$ cat src/design/pal_pkg.sv
`timescale 1ns / 1ps
// Package for the positional array list: field widths, operation and status codes,
// and the control word that the list control broadcasts to every storage cell.
// No dependencies.
package pal_pkg;

	localparam int DEPTH_DEF = 64;
	localparam int DATA_W    = 32;
	localparam int POS_W     = 7;
	localparam int LEN_W     = 7;
	localparam int FUNC_W    = 3;
	localparam int ST_W      = 2;
	localparam int CAP_W     = 7;
	localparam logic [CAP_W-1:0] CAP_RESET = 7'd64;

	typedef enum logic [FUNC_W-1:0] {
		FN_INSERT_AT    = 3'd0,
		FN_INSERT_FIRST = 3'd1,
		FN_INSERT_LAST  = 3'd2,
		FN_DELETE       = 3'd3,
		FN_READ         = 3'd4,
		FN_REPLACE      = 3'd5,
		FN_CLEAR        = 3'd6
	} func_t;

	typedef enum logic [ST_W-1:0] {
		ST_OK    = 2'd0,
		ST_FULL  = 2'd1,
		ST_INDEX = 2'd2
	} status_t;

	// What each cell does in the cycle an item is accepted.
	typedef enum logic [1:0] {
		OP_HOLD   = 2'd0,
		OP_INSERT = 2'd1,
		OP_DELETE = 2'd2,
		OP_WRITE  = 2'd3
	} cell_op_t;

	typedef struct packed {
		cell_op_t                  op;
		logic signed [DATA_W-1:0]  value;
	} cell_ctl_t;

endpackage

$ cat src/design/pal_cell.sv
`timescale 1ns / 1ps
// One storage cell of the list chain: holds one entry and trades it with its neighbors.
// Depends on pal_pkg.
module pal_cell import pal_pkg::*; #(
	parameter int INDEX = 0,
	parameter int CMPW  = 7
) (
	input  logic                     clk,
	input  logic                     en,
	input  cell_ctl_t                ctl,
	input  logic [CMPW-1:0]          pos,
	input  logic signed [DATA_W-1:0] left,
	input  logic signed [DATA_W-1:0] right,
	output logic signed [DATA_W-1:0] data,
	output logic signed [DATA_W-1:0] rd
);

	localparam logic [CMPW-1:0] IDX = CMPW'(INDEX);

	logic signed [DATA_W-1:0] data_q;
	logic signed [DATA_W-1:0] data_d;
	logic                     at_pos;
	logic                     above_pos;

	assign at_pos    = (IDX == pos);
	assign above_pos = (IDX > pos);

	always_comb begin
		data_d = data_q;
		case (ctl.op)
			OP_INSERT: begin
				if (above_pos) begin
					data_d = left;
				end else if (at_pos) begin
					data_d = ctl.value;
				end
			end
			OP_DELETE: begin
				if (above_pos || at_pos) begin
					data_d = right;
				end
			end
			OP_WRITE: begin
				if (at_pos) begin
					data_d = ctl.value;
				end
			end
			default: begin
				data_d = data_q;
			end
		endcase
	end

	always_ff @(posedge clk) begin
		if (en) begin
			data_q <= data_d;
		end
	end

	assign data = data_q;
	// Only the addressed cell drives the shared read bus; all others give zero.
	assign rd   = at_pos ? data_q : '0;

endmodule

$ cat config.mk
export PLATFORM = sky130hd
export DESIGN_NAME = pal_cell
export DESIGN_NICKNAME = d
export VERILOG_FILES = /design/src/design/pal_pkg.sv /design/src/design/pal_cell.sv
export SDC_FILE = /design/constraint.sdc
export NUM_CORES = 1
export LEC_CHECK = 0
export BUFFER_PORTS_ARGS = -buffer_cell sky130_fd_sc_hd__buf_2
export CAP_MARGIN = 20
export CORE_MARGIN = 1.5
export CORE_UTILIZATION = 35
export DETAILED_ROUTE_END_ITERATION = 12
export PLACE_DENSITY = 0.83
export SLEW_MARGIN = 20
export SYNTH_ARGS = -nofsm -noshare
export SYNTH_HDL_FRONTEND = slang
export SYNTH_SLANG_ARGS = --single-unit
$ cat constraint.sdc
create_clock -name clk -period 2.3 [get_ports clk]
set_clock_uncertainty 0.05 [all_clocks]
set_input_delay 0.23 -clock clk [delete_from_list [all_inputs] [get_ports clk]]
set_output_delay 0.23 -clock clk [all_outputs]
set_load 0.03 [all_outputs]
### Word-level counts from Yosys, hierarchy flattened

Cells that the tools add are included.

* bits in registers: 32
* input bits: 107
* output and inout bits: 64
* logic and storage cells: 15

* magnitude comparators: 1
* equality and inequality tests: 4
* multiplexer cells: 5
* reduce and logical (&&, ||, !) cells: 4

Operators with widths (number)
* $mux 32: 4
* $pmux 32 s3: 1
* $gt 1x7->1 const A: 1
* $logic_not 7->1: 1
* $eq 2x2->1 const B: 2
* $reduce_and 3->1: 1
* $reduce_bool 3->1: 1
* $eq 2x1->1 const B: 1
* $ne 2x2->1 const B: 1
* $logic_or 1x1->1: 1

### Longest topological paths before layout

Gate-level depths: netlist of run 1.

* word-level depth: 4
* gate-level depth with buffers: 5
* depth with buffers taken out: 3

### Least setup slack after synthesis of run 1

OpenSTA, ideal clock, no wires.

* kind: input port to flip-flop
* start point: input port pos[3]
* end point: register data_q[0] (netlist: data[0]) (enable)
* setup time: 391 ps
* data arrival time: 1862 ps
* data required time: 1859 ps
* slack: -3 ps
* cell stages on the path: 4
* buffers on the path: 1
* path through: or4_1 buf_2 nor3_1 o21a_1

* cells in the longest elaborated chain, start to end: 4
* elaborated cells on any way between the ends: 5
* those cells by class: order compare (1); eq/ne (1); reduce/logical (3)

Ends and longest elaborated chain
* start: declaration: line pal_cell.sv:11 `input logic [CMPW-1:0] pos,`
* $gt 1x7->1 / $logic_not 7->1 (equally long branches): line pal_cell.sv:26, pal_cell.sv:25
* $logic_or 1x1->1 (*): line pal_cell.sv:39 `if (above_pos || at_pos) begin`
* $ne 2x2->1 (no source line) (*)
* $reduce_and 3->1 (no source line) (*)
* end signal: assignment: line pal_cell.sv:56 `data_q <= data_d;`
* end: declaration: line pal_cell.sv:20 `logic signed [DATA_W-1:0] data_q;`

Mark *: on every way between the ends. The rest lies on a longest branch, timed or not.
A chain may end at the register's enable or synchronous reset.

### Final worst setup path of run 1

* start point: input port pos[3]
* end point: output port rd[11]

* cells in the longest elaborated chain, start to end: 2

Ends and longest elaborated chain
* $logic_not 7->1: line pal_cell.sv:25 `assign at_pos = (IDX == pos);`
* $mux 32: line pal_cell.sv:62 `assign rd = at_pos ? data_q : '0;`
* end: declaration: line pal_cell.sv:15 `output logic signed [DATA_W-1:0] rd`

No other way between the ends.

==> results.md, run 1 <==
- Outcome: finished clean
- EDFF count, synth: 32
- Routed wire length: around 6.6 mm
- Ys async rst share: 0%
- Clock transition at path regs: 0.07 ns
- Critical path's slowest cell: or4_1
- Row count: 27
- Crit path max fanout: 19
- Number of flip-flops in the largest register: 32
- Complex-gate fraction of the synthesized area: around 29%
- Initial core utilization: between 30% and 40%
- Switching share of power: 28.6%
- Post-Synth Adder-Cell Area: 0%
- Largest net degree at the start of global routing: 33
- Most frequent cell after synthesis: nor2_1
- DIE WIDTH: between 80 and 90 um
- Tot GR Track Use: just over 20%
- Ranking of synthesized cells by area: edfxtp_1 46%, a41oi_1 13%, and2_1 9.6%
- Period minus WS final: between 1.5 and 2 ns
- Layout cells sized above 1: between 40% and 50%
- Crit-path cells: buf_2 -> or4_1 -> nor2_4 -> buf_4 -> and2_1 -> buf_2
- Area share of the largest cell type after synthesis: around 46%
- Worst-Margin Slew: ~0.63 ns
- MaxCap Viol Count: 0
- First-pass GRT wire length: around 10 mm
- Via density: 5.47
- Clk sinks: 32
- Mapped Avg Cell Area: between 9 and 10 um2
- IO buf count: approximately 140
- Total global routing overflow: 0
- Syn. warnings: 0
- Hold Startpoint: right[16]
- DRT Pass-1 Iters: 4
- Peak supply drop: between 200 and 250 uV
- Synth Instances: 230
- Vias in the first global route: roughly 2000
- Ratio of total power to cell area: roughly 480 mW/mm2
- Synth Area in XOR/XNOR: 0%
- Nets: 469
- Post-CTS setup repair buffer count: 0
- Post-cts resize count: 0
- Total number of vias: approximately 2400
- Cell repeated most along the worst path: buf_2
- Yosys cell types: 19
- Clock Path Buffers: 2
- Hpwl dp: 4.75 mm
- Static Leak: between 1 and 1.5 nW
- Post-synth top area cell: edfxtp_1
- CP max stage delay: roughly 0.62 ns
- Htree depth: 2
- RSZ-0062 raised after global routing: false
- Clock network power share: around 29%
- Total placed cells including tap cells: approximately 430
- Root Driver: clkbuf_8
- Synthesis-to-finish area growth: 40.5%
- Final Non-Filler Cells: 434
- Main synth FF type: edfxtp_1
- Worst Setup End Kind: output pin
- Worst R2R Start: data[0]
- CTS tree: built
- Initial antenna violation count: 0
- Rel. slew slack: roughly 58%
- Main combinational cell family by area after synthesis: compound AO/OA/AOI/OAI gates
- Worst skew pair latency: about 0.28 ns
- Final hold violations: 0
- Element type at the critical path start: input port
- Sw power: between 400 and 500 uW
- Number of synthesized register bits: 32
- Wire length per cell: between 15 and 20 um
- Class of the most critical hold timing path: input port to register
- Die area: approximately 0.0064 mm2
- Setup violations, final: 0
- Remaining antenna violation count: 0
- Initial DRC count: 106
- Mux contribution to synthesized area: 0%
- Syn_nets: 337
- Core box area: ~0.0056 mm2
- Diode count: 0
- Cts hold-fix bufs: 0
- Die height: between 80 and 90 um
- Final GP Congestion: just over 0.7
- Sequential area share after synthesis: 46.0%
- FMAX: 511 MHz
- DRC violations left: 0
- Cell Area, Synth: about 0.0021 mm2
- Worst R2R Setup Slack: between 1 and 1.5 ns
- Setup_tns: 0 ns
- Max Slew Vio Count: 0
- Worst Path Required: between 2 and 2.5 ns
- Critical path startpoint: pos[3]
- Place WS: 0.324 ns
- CTS Buf Count: 5
- Sequential cell fraction of total power: 49.8%
- CP Data Arrival Time: ~1.7 ns
- Critical path type: input port to output pin
- # IOs: 171
- Internal Power: approximately 1000 uW
- Post-Synth Simple-Gate Area: 18.2%
- Combinational Power Share: 21.4%
- Fin crit share: 85.1%
- Fin worst setup slack: roughly 0.34 ns
==> worst paths after layout <==
kind | cells past startpoint | to
worst min-delay path | 3 | data[16]
worst max register to register | 2 | data[0]
worst min register to register | 2 | data[7]
worst max-delay path | 6 | rd[11]
==> placed cells by master (no fill, tap or decap), drive strengths merged <==
| master | count |
|---|---|
| o21a | 1 |
| buf | 152 |
| nor2b | 1 |
| clkinv | 1 |
| nor2 | 34 |
| nor3 | 1 |
| inv | 2 |
| nand2b | 1 |
| edfxtp | 32 |
| o21ai | 32 |
| and2 | 32 |
| a41oi | 32 |
| or3 | 1 |
| or4 | 1 |
| clkbuf | 6 |
| a21oi | 32 |
| nor4 | 1 |
==> critical path: cells and delay by family <==
kind / cells / cell delay (ns)
and+or+nand+nor: 3 / 0.92
buffers and inverters: 3 / 0.53
==> power by group through the flow <==
stage	Sequential, mW	Combinational [mW]	Clock (mW)
global route	0.700	0.327	0.441
finish	0.698	0.300	0.403
global placement	0.708	0.294	0
detailed placement	0.709	0.300	0
CTS	0.697	0.301	0.415
floorplan	0.760	0.116	0
==> area by class of cell <==
cell class	count	area [um2]
fill	534	2710
multi-input combinational	169	1000
sequential	32	961
timing repair buffer	152	796
tap	72	90.1
clock buffer	6	72.6
inverter	2	7.51
clock inverter	1	5.00
==> metal layers <==
metal	vias to the layer above	track usage, %	part of all wire [%]
met5	-	0	0
met3	10	4.09	6.8
met4	0	5.69	1.2
met1	1128	25.2	42
met2	110	34.8	50
li1	1128	-	-
==> metrics by stage <==
step	total power [mW]	hold slack [ns]	instance area, um2	utilization [%]
floorplan	0.876	0.410	2090	-
global placement	1.00	0.497	2860	50.6
global route	1.47	0.214	2930	52.0
finish	1.40	0.218	2930	52.0
CTS	1.41	0.210	2930	52.0
detailed placement	1.01	0.510	2860	50.6
==> cells by family (layout without fill, tap and decap cells) <==
| group | Yosys count | after routing |
|---|---|---|
| AND/OR/NAND/NOR | 72 | 72 |
| buffers and inverters | 29 | 161 |
| AO/OA/AOI/OAI | 97 | 97 |
| flip-flops | 32 | 32 |
Power figures use the tool's default switching activity.
==> run 2, diff against run 1 <==
--- a/config.mk
+++ b/config.mk
@@ -7,7 +7,6 @@
 export LEC_CHECK = 0
 export BUFFER_PORTS_ARGS = -buffer_cell sky130_fd_sc_hd__buf_2
 export CAP_MARGIN = 20
-export CORE_MARGIN = 1.5
 export CORE_UTILIZATION = 35
 export DETAILED_ROUTE_END_ITERATION = 12
 export PLACE_DENSITY = 0.83
==> run 2 against run 1 <==
Effect of this change: worst setup slack lost 0.13 ns; via count decreased by 0.72%; critical path depth is the same; combinational power up 2%; routed wire length down 1.4%; design area is 0.98% higher; clock power is 5.5% lower; non-clock buffer count is the same; register-to-register slack about the same; sequential cell count did not move; sequential share of layout area is 0.32 points lower.
==> results.md, run 2 (synthesis gave the netlist of run 1 again) <==
- Cell repeated most along the worst path: buf_2
- DRT Pass-1 Iters: 4
- RSZ-0062 raised after global routing: false
- MaxCap Viol Count: 0
- # IOs: roughly 170
- Fin worst setup slack: about 0.21 ns
- Vias in the first global route: around 2200
- CP Data Arrival Time: 1.81 ns
- Core box area: 0.00564 mm2
- Die area: ~0.0063 mm2
- Crit path max fanout: 9
- Grt met2 use: between 30 and 40%
- Initial antenna violation count: 0
- Clk sinks: 32
- Place WS: 0.189 ns
- Clock transition at path regs: 0.06 ns
- Tot GR Track Use: a little over a fifth
- CTS tree: built
- Post-cts resize count: 0
- Final GP Congestion: 0.754
- Most common cell after layout, fill and taps aside: buf_2
- Element type at the critical path start: input port
- Rel. slew slack: 52.3%
- Max Slew Vio Count: 0
- FMAX: 478 MHz
- Worst Setup End Kind: output pin
- DRC violations left: 0
- Die height: ~80 um
- Htree depth: 2
- Crit path max-delay family: simple AND/OR/NAND/NOR gates
- Diode count: 0
- Critical path startpoint: pos[3]
- Met3 track demand over resource: under 10%
- IO buf count: between 100 and 150
- Critical path type: input port to output pin
- Buffers plus inverters on the worst setup path: 3
- CTS Buf Count: 5
- Top Usage Layer GRT: met2
- Class of the most critical hold timing path: input port to register
- Wire length per cell: 15.2 um
- Total power: 1.39 mW
- Crit-path cells: buf_2 -> or4_1 -> nor2_4 -> buf_4 -> and2_1 -> buf_2
- GR Layer Usage met1: 24.7%
- Cts hold-fix bufs: 0
- DIE WIDTH: slightly below 80 um
- Row count: 27
- Post-CTS setup repair buffer count: 0
- Initial DRC count: between 90 and 100
- Final core occ: ~53%
- Hpwl dp: 4.66 mm
- Critical path's slowest cell: or4_1
- Ratio of total power to cell area: 468 mW/mm2
- Clock Path Buffers: 2
- Worst Path Required: 2.02 ns
- Fin crit share: around nine tenths
- Worst-Margin Slew: around 0.71 ns
- Final hold violations: 0
- Number of flip-flops in the largest register: 32
- Largest net degree at the start of global routing: 33
- Initial core utilization: 37.0%
- Period minus WS final: 2.09 ns
- Total number of vias: approximately 2400
- Total placed cells including tap cells: 427
- Total global routing overflow: 0
- Static Leak: approximately 1.3 nW
- Routed wire length: between 6 and 7 mm
- Hold Startpoint: right[15]
- First-pass GRT wire length: 10.2 mm
- Synthesis-to-finish area growth: 41.9%
- Root Driver: clkbuf_8
- Worst R2R Start: data[4]
- CP max stage delay: about 0.65 ns
- Layout cells sized above 1: between 40 and 50%
- Setup violations, final: 0
- Worst skew pair latency: approximately 0.27 ns
- Setup_tns: 0 ns
- Via density: around 5.5
- Outcome: finished clean
- Nets: ~470
- Remaining antenna violation count: 0
- Final Non-Filler Cells: between 400 and 500
- Peak supply drop: about 230 uV
==> run 2: cell types whose count changed in the layout (fill, tap and decap cells not counted), sizes merged <==
cell / delta
clkinv: -1
clkbuf: -1
==> run 2: report_power, final <==
group / internal [mW] / switching, mW
registers: 0.681 / 0.0171
logic: 0.119 / 0.188
clock network: 0.195 / 0.187
total: 0.995 / 0.392
==> run 2: path summary, 6_finish.rpt <==
check / end / slack [ns] / cells past startpoint
setup / recovery: rd[1] / 0.21 / 6
hold / removal: data[15] / 0.22 / 3
setup reg to reg: data[4] / 1.38 / 2
hold reg to reg: data[21] / 0.62 / 2
==> run 2: tightest hold or removal path: cells and delay by family <==
family | cells | cell delay, ns
AOI/OAI and AO/OA | 1 | 0.10
buffers and inverters | 1 | 0.08
and+or+nand+nor | 1 | 0.03
==> run 2: layer usage <==
metal	vias to the layer above	routed length (um)
met5	-	0
met4	0	52
met3	6	464
met2	137	3310
met1	1090	2730
li1	1126	-
==> run 2: layout make-up <==
type	instances	area (um2)
multi-input cells	169	1000
well taps	72	90.1
repair buffers	152	833
inverters	2	7.51
fillers	531	2680
clock buffers	5	68.8
flip-flops and latches	32	961
==> run 2: stage by stage <==
stage               area, um2  hold slack [ns]
CTS                      2960            0.216
finish                   2960            0.224
global route             2960            0.231
detailed placement       2890            0.508
global placement         2890            0.497
floorplan                2090            0.410
